--- config.mk ---
export PLATFORM = sky130hd
export DESIGN_NAME = mled_front
export DESIGN_NICKNAME = d
export VERILOG_FILES = /design/src/hdl/mled_pkg.sv /design/src/hdl/mled_front.sv
export SDC_FILE = /design/constraint.sdc
export NUM_CORES = 1
export LEC_CHECK = 0
export ABC_CLOCK_PERIOD_IN_PS = 3850
export BUFFER_PORTS_ARGS = -buffer_cell sky130_fd_sc_hd__buf_2
export CAP_MARGIN = 20
export CORE_MARGIN = 2
export CORE_UTILIZATION = 52
export DETAILED_ROUTE_END_ITERATION = 7
export GPL_ROUTABILITY_DRIVEN = 0
export MAX_ROUTING_LAYER = met4
export PLACE_DENSITY = 0.8
export SYNTH_ARGS = -nofsm -noshare
export SYNTH_HDL_FRONTEND = slang
export SYNTH_SLANG_ARGS = --single-unit
--- constraint.sdc ---
create_clock -name clk -period 3.85 [get_ports clk]
set_input_delay 0.385 -clock clk [delete_from_list [all_inputs] [get_ports clk]]
set_output_delay 0.385 -clock clk [all_outputs]
set_load 0.01 [all_outputs]
--- src/hdl/mled_pkg.sv ---
// shared types, constants and arithmetic helpers of the multilevel error diffusion dither
package mled_pkg;

  localparam int PIXEL_W           = 8;
  localparam int ERR_W             = 9;
  localparam int PROD_W            = 13;
  localparam int DEFAULT_MAX_WIDTH = 1024;
  localparam int MAX_LEVELS        = 16;
  localparam int LEVEL_SLOTS       = 16;
  localparam int HEIGHT_LIMIT      = 4096;
  localparam int ROW_W             = 12;
  localparam int QUEUE_DEPTH       = 4;

  localparam int WIDTH_REG_W  = 11;
  localparam int HEIGHT_REG_W = 13;
  localparam int COUNT_REG_W  = 5;
  localparam int CFG_DATA_W   = 64;
  localparam int CFG_INDEX_W  = 3;

  localparam logic [CFG_INDEX_W-1:0] REG_IMAGE_WIDTH  = 3'd0;
  localparam logic [CFG_INDEX_W-1:0] REG_IMAGE_HEIGHT = 3'd1;
  localparam logic [CFG_INDEX_W-1:0] REG_LEVEL_COUNT  = 3'd2;
  localparam logic [CFG_INDEX_W-1:0] REG_LEVELS_LOW   = 3'd3;
  localparam logic [CFG_INDEX_W-1:0] REG_LEVELS_HIGH  = 3'd4;

  localparam logic [WIDTH_REG_W-1:0]  RESET_IMAGE_WIDTH  = 11'd256;
  localparam logic [HEIGHT_REG_W-1:0] RESET_IMAGE_HEIGHT = 13'd256;
  localparam logic [COUNT_REG_W-1:0]  RESET_LEVEL_COUNT  = 5'd2;
  localparam logic [CFG_DATA_W-1:0]   RESET_LEVELS_LOW   = 64'h0000_0000_0000_FF00;
  localparam logic [CFG_DATA_W-1:0]   RESET_LEVELS_HIGH  = 64'h0;

  // diffusion weights in sixteenths
  localparam logic signed [4:0] W_RIGHT       = 5'sd7;
  localparam logic signed [4:0] W_BELOW_LEFT  = 5'sd3;
  localparam logic signed [4:0] W_BELOW       = 5'sd5;
  localparam logic signed [4:0] W_BELOW_RIGHT = 5'sd1;

  typedef logic [PIXEL_W-1:0]      pixel_t;
  typedef logic signed [ERR_W-1:0] err_t;

  typedef struct packed {
    pixel_t pixel;
    logic   first_row;
    logic   first_col;
    logic   has_right;
    logic   row_end;
    logic   frame_end;
  } item_t;

  // weighted error divided by 16, truncated toward zero
  function automatic err_t spread(input err_t e, input logic signed [4:0] weight);
    logic signed [PROD_W-1:0] prod;
    logic signed [PROD_W-1:0] quot;
    prod = PROD_W'(e) * PROD_W'(weight);
    if (prod < 0) begin
      quot = (prod + PROD_W'(15)) >>> 4;
    end else begin
      quot = prod >>> 4;
    end
    return ERR_W'(quot);
  endfunction

  // add a signed term to a pixel and saturate to 0..255
  function automatic pixel_t sat_add(input pixel_t v, input err_t t);
    logic signed [ERR_W+1:0] s;
    pixel_t r;
    s = $signed({{(ERR_W+2-PIXEL_W){1'b0}}, v}) + (ERR_W+2)'(t);
    if (s < 0) begin
      r = '0;
    end else if (s > (ERR_W+2)'(255)) begin
      r = '1;
    end else begin
      r = s[PIXEL_W-1:0];
    end
    return r;
  endfunction

endpackage

--- src/hdl/mled_front.sv ---
// front part: accepts pixels, tracks raster position and classifies each item
module mled_front #(
  parameter int MAX_WIDTH = mled_pkg::DEFAULT_MAX_WIDTH,
  parameter int COL_W = $clog2(MAX_WIDTH)
) (
  input  logic                               clk,
  input  logic                               rst,
  input  logic                               s_tvalid,
  output logic                               s_tready,
  input  logic [mled_pkg::PIXEL_W-1:0]       s_tdata,   // pixel_in
  input  logic [mled_pkg::WIDTH_REG_W-1:0]   image_width,
  input  logic [mled_pkg::HEIGHT_REG_W-1:0]  image_height,
  input  logic                               queue_full,
  output logic                               push,
  output mled_pkg::item_t                    item,
  output logic [COL_W-1:0]                   item_col
);

  import mled_pkg::*;

  localparam int CW = COL_W + 1;
  localparam int RW = ROW_W + 1;

  logic [COL_W-1:0] column;
  logic [ROW_W-1:0] row;
  logic [CW-1:0]    width_eff;
  logic [RW-1:0]    height_eff;
  logic             last_col;
  logic             last_row;

  always_comb begin
    if (image_width == '0) begin
      width_eff = CW'(1);
    end else if (32'(image_width) > 32'(MAX_WIDTH)) begin
      width_eff = CW'(MAX_WIDTH);
    end else begin
      width_eff = CW'(image_width);
    end
    if (image_height == '0) begin
      height_eff = RW'(1);
    end else if (32'(image_height) > 32'(HEIGHT_LIMIT)) begin
      height_eff = RW'(HEIGHT_LIMIT);
    end else begin
      height_eff = RW'(image_height);
    end
  end

  assign last_col = ({1'b0, column} + CW'(1)) >= width_eff;
  assign last_row = ({1'b0, row} + RW'(1)) >= height_eff;

  assign s_tready = !queue_full;
  assign push     = s_tvalid && !queue_full;

  assign item.pixel     = s_tdata;
  assign item.first_row = (row == '0);
  assign item.first_col = (column == '0);
  assign item.has_right = !last_col;
  assign item.row_end   = last_col;
  assign item.frame_end = last_col && last_row;
  assign item_col       = column;

  always_ff @(posedge clk) begin
    if (rst) begin
      column <= '0;
      row    <= '0;
    end else if (push) begin
      if (last_col) begin
        column <= '0;
        row    <= last_row ? '0 : row + ROW_W'(1);
      end else begin
        column <= column + COL_W'(1);
      end
    end
  end

endmodule

# --- Yosys cells after proc, flatten, opt, wreduce, memory -nomap -nowiden ---
# Index checks and enable logic that the tools add are counted.
word_totals:
  wordCells: 25
  inputBits: 36
  regBits: 22
  out_inout_bits: 25
classes:
  reduce_logical: 9
  muxes: 6
  addsub: 4
  magnitude_cmp: 4
op_table:
  columns: ["op", "n"]
  rows:
  - ["13-bit two-way mux", 2]
  - ["11-bit two-way mux", 2]
  - ["12-bit by 1-bit adder with 13-bit output (second input constant)", 1]
  - ["13-bit >= comparator", 1]
  - ["13-bit greater-than comparator (second input constant)", 1]
  - ["13-bit zero test", 1]
  - ["12-bit by 1-bit adder with 12-bit output (second input constant)", 1]
  - ["12-bit zero test", 1]
  - ["12-bit two-way mux", 1]
  - ["10-bit by 1-bit adder with 11-bit output (second input constant)", 1]
  - ["11-bit >= comparator", 1]
  - ["11-bit greater-than comparator (second input constant)", 1]
  - ["11-bit zero test", 1]
  - ["10-bit by 1-bit adder with 10-bit output (second input constant)", 1]
  - ["10-bit zero test", 1]
  - ["10-bit two-way mux", 1]
  - ["1-bit logical AND", 2]
  - ["1-bit zero test", 2]
  - ["2-bit AND reduction", 1]

# --- Longest topological paths before layout ---
logic_depth:
  word_depth: 5
  mapped_depth: 14
  ltp_nobuf: 13

# --- Least setup slack after synthesis ---
# OpenSTA, ideal clock, no wires.
synth_timing:
  path_kind: "reg-to-output"
  startpoint: "register column[0] (netlist: item_col[0])"
  endpoint: "output port item[1] (netlist name)"
  stages_incl_launch_ff: 12
  required_ns: 3.465
  t_arrival_ns: 2.590
  setup_slack_ns: 0.875
  n_path_buf: 2
  cell_sequence: "dfxtp_1 > ha_1 > and2_1 > nand4_1 > xnor2_1 > ha_1 > a211o_1 > a221oi_2 > and2_2 > buf_2 > inv_1 > buf_4"
synth_via:
  elab_chain_len: 2
synth_lines:
  columns: ["element", "line", "rtl"]
  rows:
  - ["from (decl)", "mled_front.sv:24", "logic [COL_W-1:0] column;"]
  - ["from (signal assigned)", "mled_front.sv:71", "column <= column + COL_W'(1);"]
  - ["10-bit by 1-bit adder with 11-bit output", "mled_front.sv:48", "assign last_col = ({1'b0, column} + CW'(1)) >= width_eff;"]
  - ["11-bit >= comparator", "mled_front.sv:48", null]
  - ["to (decl)", "mled_front.sv:15", "output mled_pkg::item_t item,"]
# No other way between the ends.

==> results.yml <==
flow_run:
  max_cap_violations: 0
yosys:
  synth-seq-cells: 22
  ys_seq_area_share_pct: 21.5
  syn_nets: 328
  yosysTopAreaCell: "dfxtp_1"
  synth_async_sr_flop_share_pct: 0
  synthCells: 264
  ys_warn_count: 0
  synth_area_leaders: "dfxtp_1, ha_1, nand2_1"
  synth_top_cells_by_count: "nand2_1, ha_1, dfxtp_1"
  syn_area_mm2: 0.00205
  synth.distinct_cells: 48
  synth-edff-count: 0
  syn_area_per_cell_um2: 7.75
  synth.most_common_cell: "nand2_1"
  synth_top_area_share_pct: 21.5
  synth_ff_type: "dfxtp_1"
timing:
  fmax_ghz: 0.283
  min_period_over_period_pct: 91.9
  hold_violations: 0
  rsz0062_at_grt: "no"
  setup_viol: 0
  relSlewSlack_pct: 59.7
  period_needed_ps: 3540
  finalSetupTns_ps: 0
  worst_pin_slew_ps: 602
  drv_slew: 0
  setup_ws_ps: 312
  fin_skew_ps: 5.96
global_routing:
  grt_pass1_wl_mm: 7.65
  grt_usage_pct: 22.7
  grt_start_max_net_pins: 13
  grt_pass1_vias: 1778
  gr-total-overflow: 0
  antenna_found_initial: 0
critical_path:
  critical_path_required_ps: 3460
  cp_max_fo: 9
  critPathLaunchType: "flop"
  worstPathArrival_ps: 3150
  endpoint_kind: "primary output"
  worstRegToRegCells: 13
  path_class: "flop to primary output"
  cp_slowest_cell: "dfxtp_1"
  path_cells: "ha_1 -> and2_1 -> nand4_1 -> xnor2_1 -> ha_1 -> a211o_1 -> a221oi_2 -> and2_2 -> nor2_1 -> buf_2"
  max_stage_delay_ps: 480
  cp_common_cell: "ha_1"
cts:
  cts_root_buffer: "clkbuf_8"
  cts_setup_buffers: 0
  clk_pin_slew_ps: 80
  cts_buffers: 3
  cts.sinks: 22
  htreeDepth: 1
  postCtsHoldBufs: 0
  cts_buffer_depth: 2
  cts_tree: "yes"
  insertion_delay_ps: 270
  cts_resized: 0
cells_and_area:
  areaGrowthSynthToFinish_pct: 10.9
  layout.cells.non_filler: 342
  drive_above_1_share_pct: 18.7
  diodes: 0
  final_cell_area_mm2: 0.00227
  nFillCells: 353
  nets: 359
pwr:
  p_switching_mw: 0.183
  seq_power_share_pct: 43.8
  comb_power_share_pct: 28.4
  clock_power_share_pct: 27.8
  ir_drop_mv: 0.184
  power.internal_mw: 0.409
  power_mw: 0.592
  pwr_density_cell_mw_per_mm2: 261
  p_leak_nw: 1.13
  netSwitchingFraction_pct: 30.9
place:
  place_area_mm2: 0.00221
  place_ws_ps: 624
  dpl.hpwl_mm: 3.66
  place_inst: 338
  portBuffers: 44
drt:
  drt-initial-drc-count: 111
  drtPass1Iterations: 4
  drtAntennaViolNets: 0
  wl_mm: 4.54
  wl_per_cell_um: 13.3
  drc: 0
  vias_per_cell: 5.72
  num_vias: 1956
floorplan:
  ios: 61
  die_area_mm2: 0.00445
  fp.dieH_um: 66.7
  rows: 22
  initial_utilization_pct: 55.1
  core_mm2: 0.00372
  die_w_um: 66.7
run_status:
  status: "complete, no violations"
hold_path:
  holdPathStages: 2
  hp-class: "primary input to flop"
## critical path, delay by kind of cell (launching register included)
family | cells | cell delay, ps
simple gates | 4 | 740
fa+ha+maj | 2 | 590
compound gates | 2 | 690
flops | 1 | 480
buf+inv | 1 | 140
xor+xnor | 1 | 240
## cell type report
type | count | area (µm²) | area share, %
clock buffers | 4 | 55.1 | 2.43
inverters | 16 | 60.1 | 2.65
multi-input cells | 208 | 1430 | 63.2
flip-flops and latches | 22 | 440 | 19.4
well taps | 48 | 60.1 | 2.65
repair buffers | 44 | 220 | 9.70
## layout by cell type, fill, tap and decap left out, types with 7 or more instances in the layout
| cell | Yosys | final |
|---|---|---|
| buf_2 | 3 | 44 |
| nand2_1 | 35 | 35 |
| ha_1 | 28 | 28 |
| dfxtp_1 | 22 | 22 |
| nor2_1 | 19 | 19 |
| inv_1 | 15 | 15 |
| nand3_1 | 11 | 11 |
| xnor2_1 | 10 | 10 |
| o21ai_0 | 9 | 9 |
| nor4_1 | 8 | 8 |
| and3_1 | 7 | 7 |
| nor3_1 | 7 | 7 |
| a21oi_1 | 7 | 7 |
## final timing paths
| check | slack [ps] | start | end |
|---|---|---|---|
| setup reg to reg | 590 | row[0] | row[9] |
| setup / recovery | 310 | item_col[0] | item[0] |
| hold / removal | 420 | rst | row[1] |
| hold reg to reg | 560 | row[6] | row[6] |
## registers in the layout (all words and copies together), names as in the netlist
name / flops
row: 12
item_col: 10
## cells by family (layout without fill, tap and decap cells)
group	count (synthesis)	in the layout	synth area share [%]
adder cells (fa/ha/maj)	28	28	17.1
XOR/XNOR	16	16	6.85
AO/OA/AOI/OAI	51	51	18.5
AND/OR/NAND/NOR	113	113	27.6
flip-flops	22	22	21.5
buffers and inverters	34	64	8.43
## power by group through the flow
stage | combinational [mW] | clock (mW) | sequential, mW
after global routing | 0.193 | 0.178 | 0.261
after detailed placement | 0.167 | 0 | 0.262
after global placement | 0.163 | 0 | 0.261
after CTS | 0.168 | 0.167 | 0.257
after floorplan | 0.126 | 0 | 0.258
final | 0.168 | 0.165 | 0.259
## stage by stage
stage                     util [%]  hold WS (ps)
after CTS                     61.1           421
final                         61.1           419
after floorplan                  -           502
after detailed placement      59.6           539
after global placement        59.6           534
after global routing          61.1           432
## metal layers
| metal | wire (µm) | global-route usage (%) | vias up |
|---|---|---|---|
| met5 | 0 | - | - |
| met4 | 104 | 9.95 | 0 |
| met3 | 357 | 2.03 | 15 |
| met2 | 1860 | 33.9 | 74 |
| met1 | 2220 | 31.2 | 864 |
| li1 | - | - | 1003 |
Note: power is estimated with default switching activity, not from simulation.
