$ cat src/hdl/mled_pkg.sv
// shared types, constants and arithmetic helpers of the multilevel error diffusion dither
package mled_pkg;

  localparam int PIXEL_W           = 8;
  localparam int ERR_W             = 9;
  localparam int PROD_W            = 13;
  localparam int DEFAULT_MAX_WIDTH = 1024;
  localparam int MAX_LEVELS        = 16;
  localparam int LEVEL_SLOTS       = 16;
  localparam int HEIGHT_LIMIT      = 4096;
  localparam int ROW_W             = 12;
  localparam int QUEUE_DEPTH       = 4;

  localparam int WIDTH_REG_W  = 11;
  localparam int HEIGHT_REG_W = 13;
  localparam int COUNT_REG_W  = 5;
  localparam int CFG_DATA_W   = 64;
  localparam int CFG_INDEX_W  = 3;

  localparam logic [CFG_INDEX_W-1:0] REG_IMAGE_WIDTH  = 3'd0;
  localparam logic [CFG_INDEX_W-1:0] REG_IMAGE_HEIGHT = 3'd1;
  localparam logic [CFG_INDEX_W-1:0] REG_LEVEL_COUNT  = 3'd2;
  localparam logic [CFG_INDEX_W-1:0] REG_LEVELS_LOW   = 3'd3;
  localparam logic [CFG_INDEX_W-1:0] REG_LEVELS_HIGH  = 3'd4;

  localparam logic [WIDTH_REG_W-1:0]  RESET_IMAGE_WIDTH  = 11'd256;
  localparam logic [HEIGHT_REG_W-1:0] RESET_IMAGE_HEIGHT = 13'd256;
  localparam logic [COUNT_REG_W-1:0]  RESET_LEVEL_COUNT  = 5'd2;
  localparam logic [CFG_DATA_W-1:0]   RESET_LEVELS_LOW   = 64'h0000_0000_0000_FF00;
  localparam logic [CFG_DATA_W-1:0]   RESET_LEVELS_HIGH  = 64'h0;

  // diffusion weights in sixteenths
  localparam logic signed [4:0] W_RIGHT       = 5'sd7;
  localparam logic signed [4:0] W_BELOW_LEFT  = 5'sd3;
  localparam logic signed [4:0] W_BELOW       = 5'sd5;
  localparam logic signed [4:0] W_BELOW_RIGHT = 5'sd1;

  typedef logic [PIXEL_W-1:0]      pixel_t;
  typedef logic signed [ERR_W-1:0] err_t;

  typedef struct packed {
    pixel_t pixel;
    logic   first_row;
    logic   first_col;
    logic   has_right;
    logic   row_end;
    logic   frame_end;
  } item_t;

  // weighted error divided by 16, truncated toward zero
  function automatic err_t spread(input err_t e, input logic signed [4:0] weight);
    logic signed [PROD_W-1:0] prod;
    logic signed [PROD_W-1:0] quot;
    prod = PROD_W'(e) * PROD_W'(weight);
    if (prod < 0) begin
      quot = (prod + PROD_W'(15)) >>> 4;
    end else begin
      quot = prod >>> 4;
    end
    return ERR_W'(quot);
  endfunction

  // add a signed term to a pixel and saturate to 0..255
  function automatic pixel_t sat_add(input pixel_t v, input err_t t);
    logic signed [ERR_W+1:0] s;
    pixel_t r;
    s = $signed({{(ERR_W+2-PIXEL_W){1'b0}}, v}) + (ERR_W+2)'(t);
    if (s < 0) begin
      r = '0;
    end else if (s > (ERR_W+2)'(255)) begin
      r = '1;
    end else begin
      r = s[PIXEL_W-1:0];
    end
    return r;
  endfunction

endpackage

$ cat src/hdl/mled_queue.sv
// short queue between the front and back parts
module mled_queue #(
  parameter int WIDTH = 8,
  parameter int DEPTH = mled_pkg::QUEUE_DEPTH
) (
  input  logic             clk,
  input  logic             rst,
  input  logic             push,
  input  logic [WIDTH-1:0] push_data,
  input  logic             pop,
  output logic [WIDTH-1:0] head_data,
  output logic             full,
  output logic             empty
);

  localparam int PTR_W = $clog2(DEPTH);

  logic [WIDTH-1:0] slots [DEPTH];
  logic [PTR_W-1:0] wr_ptr;
  logic [PTR_W-1:0] rd_ptr;
  logic [PTR_W:0]   count;

  assign full      = (count == (PTR_W+1)'(DEPTH));
  assign empty     = (count == '0);
  assign head_data = slots[rd_ptr];

  always_ff @(posedge clk) begin
    if (push) begin
      slots[wr_ptr] <= push_data;
    end
  end

  always_ff @(posedge clk) begin
    if (rst) begin
      wr_ptr <= '0;
      rd_ptr <= '0;
      count  <= '0;
    end else begin
      if (push) begin
        wr_ptr <= (wr_ptr == PTR_W'(DEPTH - 1)) ? '0 : wr_ptr + PTR_W'(1);
      end
      if (pop) begin
        rd_ptr <= (rd_ptr == PTR_W'(DEPTH - 1)) ? '0 : rd_ptr + PTR_W'(1);
      end
      if (push && !pop) begin
        count <= count + (PTR_W+1)'(1);
      end else if (pop && !push) begin
        count <= count - (PTR_W+1)'(1);
      end
    end
  end

endmodule

$ cat config.mk
export PLATFORM = sky130hd
export DESIGN_NAME = mled_queue
export DESIGN_NICKNAME = d
export VERILOG_FILES = /design/src/hdl/mled_pkg.sv /design/src/hdl/mled_queue.sv
export SDC_FILE = /design/constraint.sdc
export NUM_CORES = 1
export LEC_CHECK = 0
export BUFFER_PORTS_ARGS = -buffer_cell sky130_fd_sc_hd__buf_4
export CAP_MARGIN = 15
export CORE_MARGIN = 2
export CORE_UTILIZATION = 55
export CTS_CLUSTER_DIAMETER = 100
export DETAILED_ROUTE_END_ITERATION = 16
export PLACE_DENSITY = 0.77
export SLEW_MARGIN = 20
export SYNTH_ARGS = -nofsm -noshare
export SYNTH_HDL_FRONTEND = slang
export SYNTH_SLANG_ARGS = --single-unit
export TNS_END_PERCENT = 50
$ cat constraint.sdc
create_clock -name clk -period 1.5 [get_ports clk]
set_input_delay 0.15 -clock clk [delete_from_list [all_inputs] [get_ports clk]]
set_output_delay 0.15 -clock clk [all_outputs]
set_load 0.01 [all_outputs]
# Word-level counts from Yosys, hierarchy flattened

Memories as Yosys holds them, arrays and structs flattened. A register that Yosys moved wholly into a read port is not among the register bits.
Index checks and enable logic that the tools add are counted.
Widths: inputs -> output; s select.

Flip-flop bits (word level): 7
Latch bits: 0
Bits in writable memories: 32
Bits in read-only memories: 0
Input port bits: 12
Output and inout bits: 10
Word-level logic and storage cells: 25
Memories: 1

$add $sub $neg: 4
$mul: 0
Divide/modulo/power cells: 0
Magnitude comparators: 0
Eq/ne operators: 3
Shift operators: 0
Muxes and demuxes: 8
Bitwise operators: 0
Reduce and logical (&&, ||, !) cells: 6

Memory list:

| name  | words | width | read ports | clocked after memory_dff | wr ports | RTL line         | source |
|---|---|---|---|---|---|---|---|
| slots | 4     | 8     | 1          | 1                        | 1        | mled_queue.sv:18 | `logic [WIDTH-1:0] slots [DEPTH];` |

Operators with widths:

| kind                | number |
|---|---|
| $mux 2              | 4 |
| $mux 3              | 2 |
| $add 2x1->2 const B | 2 |
| $eq 2x2->1 const B  | 2 |
| $add 3x1->3 const B | 1 |
| $eq 3x3->1 const B  | 1 |
| $logic_not 3->1     | 1 |
| $sub 3x1->3 const B | 1 |
| $logic_and 1x1->1   | 2 |
| $logic_not 1->1     | 2 |
| $mux 1              | 2 |
| $reduce_bool 2->1   | 1 |

# Depth between registers and ports, before layout

Gate-level depths: netlist of the first run.

Depth in word-level cells: 4
Mapped depth: 7
Mapped depth without buffers: 7

# Least setup slack after synthesis of the first run

No wires, ideal clock.

Kind: in2reg
From: input port pop
To: register count[2]
Setup time: 0.070 ns
Arrival time: 1.342 ns
Required time: 1.430 ns
Setup slack: 0.088 ns
Cell stages on the path: 7
Buffers on the path: 0
Cells stage by stage: inv_1 -> ha_1 -> inv_1 -> fa_1 -> xor2_1 -> or3_1 -> a21oi_1

Longest elaborated chain between the ends: 3
Elaborated cells between the ends (all ways): 5
Those cells by class: mux: 1; reduce/logical: 4

RTL lines:

| what                                               | RTL line         | source |
|---|---|---|
| from (decl)                                        | mled_queue.sv:10 | `input logic pop,` |
| $logic_not 1->1                                    | mled_queue.sv:45 | `if (push && !pop) begin` |
| $logic_and 1x1->1                                  | mled_queue.sv:45 |  |
| $mux 3 / $reduce_bool 2->1 (equally long branches) | -                |  |
| to (signal assigned)                               | mled_queue.sv:46 | `count <= count + (PTR_W+1)'(1);` |
| to (signal assigned)                               | mled_queue.sv:48 | `count <= count - (PTR_W+1)'(1);` |
| to (decl)                                          | mled_queue.sv:21 | `logic [PTR_W:0] count;` |

Several ways; a longest one is shown, not always the timed one.
A chain may end at the register's enable or synchronous reset.

==> results.yml, run 1 <==
finish:
  regArea_um2: 1140
  synthToLayoutAreaGrowth_pct: 28.6
  final_common_cell: "edfxtp_1"
  drive_gt1_frac: 0.359
  diodes: 0
  nFillCells: 181
  layout_common_cells: "32 x edfxtp_1, 18 x buf_4, 9 x dlygate4sd3_1"
  multi_input_area_um2: 429
  finalNetCount: 146
placement:
  hpwl_mm: 1.73
  port_buffers: 21
  gp_congestion: 0.669
  dpl_worst_slack_ns: -0.103
timing:
  setup_slack_ns: -0.164
  relSlewSlack: 0.726
  hold_ws_ns: 0.157
  tightest_slew_ns: 0.411
  fmax_ghz: 0.601
  period_needed_ns: 1.66
  slew_viol_final: 0
  period_share: 1.11
  rsz0062_at_grt: "yes"
  finalClockSkew_ns: 0.0127
  finalHoldViolations: 0
  setup_viol: 9
power:
  p_leak_nw: 0.785
  power_density_nw_per_um2: 1180
  ir_worst_vdd_mv: 0.990
yosys:
  synth_top_area_share: 0.601
  synth_top_flop_cell: "edfxtp_1"
  synth-edff-count: 32
  yosysTopAreaCell: "edfxtp_1"
  seq_area_frac_synth: 0.714
  synth.avg_cell_area_um2: 18.6
  synth.yosys.warnings: 0
  synthesis.area_um2: 1600
  ys_ff_latch: 41
  synth_cell_types: 17
  synth-async-reset-ratio: 0
  synth_area_leaders: "edfxtp_1 60%, dfxtp_1 11%, mux4_2 11%"
  syn_nets: 105
  syn_inst: 86
drt:
  wl_per_cell_um: 16.1
  final_antenna_net_count: 0
  totalWireLength_mm: 2.56
  dr.pass1.iters: 4
  viasPerCell: 5.45
  drc: 0
  vias: 867
  drt_iter0_drc: 14
global_route:
  antenna_found_initial: 0
  grt_pass1_wl_mm: 4.09
  grt_pass1_vias: 874
  gr-total-overflow: 0
  grtUsageTotal: 0.172
  grt_max_degree: 14
die:
  coreArea_um2: 2760
  rows: 19
  die_w_um: 57.9
  initial_utilization: 0.579
  die-area_um2: 3350
  ios: 22
  dieHeight_um: 57.9
clocking:
  cts-root-buf: "clkbuf_4"
  clockBufferDepth: 2
  cts_tree: "yes"
  insertion_delay_ns: 0.35
  cts_sinks: 41
  clk_pin_slew_ns: 0.13
  numCtsBuffers: 5
  htree_levels: 2
setup_path:
  start_kind: "register"
  required_ns: 1.35
  arrival_ns: 1.51
  endpoint_kind: "output pin"
  crit_type: "register to output pin"
  r2r-start: "count[0]"
  regToRegSetupSlack_ns: -0.02
  path_max_fanout: 8
  ff2ff_path_depth: 4
  reg2reg_to: "count[2]"
run_status:
  status: "finished with violations"
  violations: "negative setup slack"
run:
  drv_cap: 0
hold_path:
  hp-start: "pop"
  min_path_type: "input pin to register"
  whs_path_depth: 4
==> per-layer routing <==
layer	GRT usage	up-vias	part of all wire
met4	0.0897	0	0.024
met3	0.0580	7	0.053
li1	-	406	-
met1	0.215	430	0.42
met2	0.269	24	0.50
met5	0	-	0
==> logic make-up (layout without fill, tap and decap cells) <==
logic type | Yosys count | in the layout | share of synthesized area
AOI/OAI and AO/OA | 3 | 3 | 0.00939
xor gates and xnor gates | 2 | 2 | 0.0110
adders and majority gates | 7 | 7 | 0.0595
buffers and inverters | 6 | 48 | 0.0196
DFF | 41 | 41 | 0.714
muxes | 12 | 12 | 0.138
and+or+nand+nor | 15 | 15 | 0.0485
==> registers in the layout, indices dropped and copies added, names as in the netlist, named ones only <==
signal,flops
count,3
rd_ptr,2
slots,32
wr_ptr,2
==> power breakdown <==
group / switching [W] / total, W / internal, W
Clock: 0.000348 / 0.000731 / 0.000383
Sequential: 0.0000423 / 0.00133 / 0.00129
Combinational: 0.000151 / 0.000358 / 0.000207
==> synth_stat cells, types with 2 or more instances <==
cell / number
mux2i_1: 4
and2_1: 4
nor2_1: 7
dfxtp_1: 9
nor3b_1: 2
a21oi_1: 2
xor2_1: 2
edfxtp_1: 32
ha_1: 6
inv_1: 4
mux4_2: 8
==> worst max-delay path, stage by stage (launching register included) <==
cell and delay (ns):
dfxtp_2 0.37, buf_12 0.14, mux4_2 0.51, buf_6 0.14
==> how the worst max path moves through the flow <==
stage | startpoint | endpoint | slack [ns]
2_1_floorplan | pop | count[2] | 0.09
3_3_place_gp | pop | count[2] | -0.04
3_5_place_dp | pop | count[2] | -0.10
4_1_cts | register | head_data[7] | -0.18
5_1_grt | register | head_data[1] | -0.22
6_report | register | head_data[7] | -0.16
==> stage by stage <==
stage / cells / total power (W) / util / setup TNS (ns) / instance area, um2
after floorplan: 86 / 0.00152 / - / 0 / 1600
after global placement: 142 / 0.00165 / 0.666 / -0.0381 / 1840
after detailed placement: 142 / 0.00168 / 0.666 / -0.103 / 1840
after CTS: 159 / 0.00245 / 0.743 / -1.32 / 2050
after global routing: 159 / 0.00252 / 0.745 / -1.78 / 2050
final: 159 / 0.00242 / 0.745 / -1.27 / 2050
==> final cells by class <==
cell class / count / share of cell area
well taps: 31 / 0.0189
clock buffers: 7 / 0.0426
repair buffers: 36 / 0.163
flip-flops and latches: 41 / 0.557
inverters: 4 / 0.00731
multi-input cells: 39 / 0.209
clock inverters: 1 / 0.00244
==> timing repair <==
action / CTS / global route
endpoints found under the setup margin: 8 / 9
resized for setup: 9 / 2
pin swaps: 0 / 0
hold endpoints to repair: 35 / 0
hold buffers: 9 / 0
setup buffers: 0 / 0
No activity file was read; power rests on OpenSTA's default activity.
==> run 2: changes to the inputs <==
- CAP_MARGIN: 15 -> 20
- CELL_PAD_IN_SITES_DETAIL_PLACEMENT: not set -> 0
- CELL_PAD_IN_SITES_GLOBAL_PLACEMENT: not set -> 2
- CORE_UTILIZATION: 55 -> 41
- GPL_TIMING_DRIVEN: not set -> 0
- PLACE_DENSITY: 0.77 -> not set
- PLACE_DENSITY_LB_ADDON: not set -> 0.1
==> results.yml, run 2 (synthesis gave the netlist of run 1 again) <==
placement:
  dpl_worst_slack_ns: -0.117
  post_dp_cell_area_um2: 1820
  gp_congestion: 0.652
  hpwl_mm: 1.50
  port_buffers: 21
power:
  p_int_w: 0.00185
  combinationalPowerShare: 0.138
  p_clk_frac: 0.297
  power_density_nw_per_um2: 1210
  p_leak_nw: 0.718
  ir_worst_vdd_mv: 0.585
  p_seq_frac: 0.565
  switchingPower_w: 0.000500
  switching_share: 0.213
run_status:
  status: "finished with violations"
  violations: "negative setup slack"
drt:
  viasPerCell: 4.77
  vias: 777
  totalWireLength_mm: 2.16
  final_antenna_net_count: 0
  wl_per_cell_um: 13.3
  drc: 0
  dr.pass1.iters: 4
  drt_iter0_drc: 21
finish:
  largest_register_ff_count: 32
  regArea_um2: 1140
  drive_gt1_frac: 0.357
  diodes: 0
  final_common_cell: "edfxtp_1"
  reg_top3: "slots (32), count (3)"
  synthToLayoutAreaGrowth_pct: 21.9
  regMostFlops: "slots"
  multi_input_area_um2: 432
  nFillCells: 317
  finalNetCount: 133
  final_area_um2: 1950
  layout_common_cells: "32 x edfxtp_1, 13 x buf_4, 8 x mux4_2, 8 x buf_6"
clocking:
  insertion_delay_ns: 0.28
  cts_sinks: 41
  clk_pin_slew_ns: 0.07
  numCtsBuffers: 5
  htree_levels: 2
  holdBufCountCts: 0
  cts-root-buf: "clkbuf_8"
  clockBufferDepth: 2
  cts_tree: "yes"
hold_path:
  min_path_type: "input pin to register"
timing:
  setup_viol: 8
  slew_viol_final: 0
  tightest_slew_ns: 0.443
  fmax_ghz: 0.636
  relSlewSlack: 0.705
  rsz0062_at_grt: "yes"
  setup_slack_ns: -0.0732
  finalClockSkew_ns: 0.00242
  finalHoldViolations: 0
  period_share: 1.05
  period_needed_ns: 1.57
die:
  die-area_um2: 4410
  dieHeight_um: 66.4
  ios: 22
  die_w_um: 66.4
  coreArea_um2: 3720
  rows: 22
  initial_utilization: 0.430
setup_path:
  start_kind: "register"
  path_delay_family: "multiplexers"
  crit_chain: "buf_8 -> mux4_2 -> buf_6"
  arrival_ns: 1.42
  endpoint_kind: "output pin"
  required_ns: 1.35
  critPathMaxStageDelay_ns: 0.52
  crit_type: "register to output pin"
  crit_slowest_cell: "mux4_2"
  path_max_fanout: 8
  path_buf_inv: 2
global_route:
  antenna_found_initial: 0
  gr-total-overflow: 0
  grt_pass1_wl_mm: 3.62
  grtUsageTotal: 0.120
  grt_max_degree: 13
  grt_pass1_vias: 786
run:
  drv_cap: 0
-- run 2: changes by cell type in the layout (fill, tap and decap cells not counted), moves of 2 or more --
cell           previous run  this run
clkbuf_16                 2         0
buf_4                    18        13
clkbuf_4                  5         0
clkbuf_8                  0         6
clkbuf_1                  0         2
dlygate4sd3_1             9         0
-- run 2: layer usage --
metal | track usage | vias up | wire, um
li1 | - | 377 | -
met1 | 0.132 | 382 | 920
met2 | 0.204 | 16 | 1120
met3 | 0.0562 | 2 | 104
met4 | 0.0383 | 0 | 12
met5 | 0 | - | 0
-- run 2: worst paths after layout --
check	startpoint	to	slack [ns]	depth (start not counted)
max reg2reg	count[0]	count[2]	0.12	4
min reg2reg	count[2]	count[2]	0.53	2
min	push_data[2]	slots[3][2]	0.07	1
max	register	head_data[5]	-0.07	3
-- run 2: repair_timing --
action,CTS,global route
resized for setup,10,3
endpoints found under the setup margin,8,9
setup buffers,0,0
endpoints found under the hold margin,0,0
-- run 2: area by class of cell --
cell class,count,share of cell area
Clock buffer,8,0.0462
Sequential cell,41,0.587
Multi-Input combinational cell,39,0.222
Timing Repair Buffer,21,0.0963
Buffer,2,0.0103
Tap cell,48,0.0308
Inverter,4,0.00771
-- run 2: power by group through the flow --
stage | sequential, W | clock, W | combinational (W)
after floorplan | 0.00134 | 0 | 0.000177
after global placement | 0.00135 | 0 | 0.000299
after detailed placement | 0.00135 | 0 | 0.000302
after CTS | 0.00133 | 0.000725 | 0.000327
after global routing | 0.00134 | 0.000784 | 0.000362
final | 0.00133 | 0.000699 | 0.000325
-- run 2: per-stage QoR --
stage | hold slack [ns] | util | cells | TNS [ns] | power (W)
6_report | 0.0655 | 0.524 | 163 | -0.480 | 0.00235
5_1_grt | 0.0473 | 0.524 | 163 | -0.988 | 0.00248
4_1_cts | 0.0593 | 0.522 | 163 | -0.663 | 0.00238
3_5_place_dp | 0.355 | 0.489 | 155 | -0.117 | 0.00165
3_3_place_gp | 0.350 | 0.489 | 155 | -0.114 | 0.00165
2_1_floorplan | 0.219 | - | 86 | 0 | 0.00152
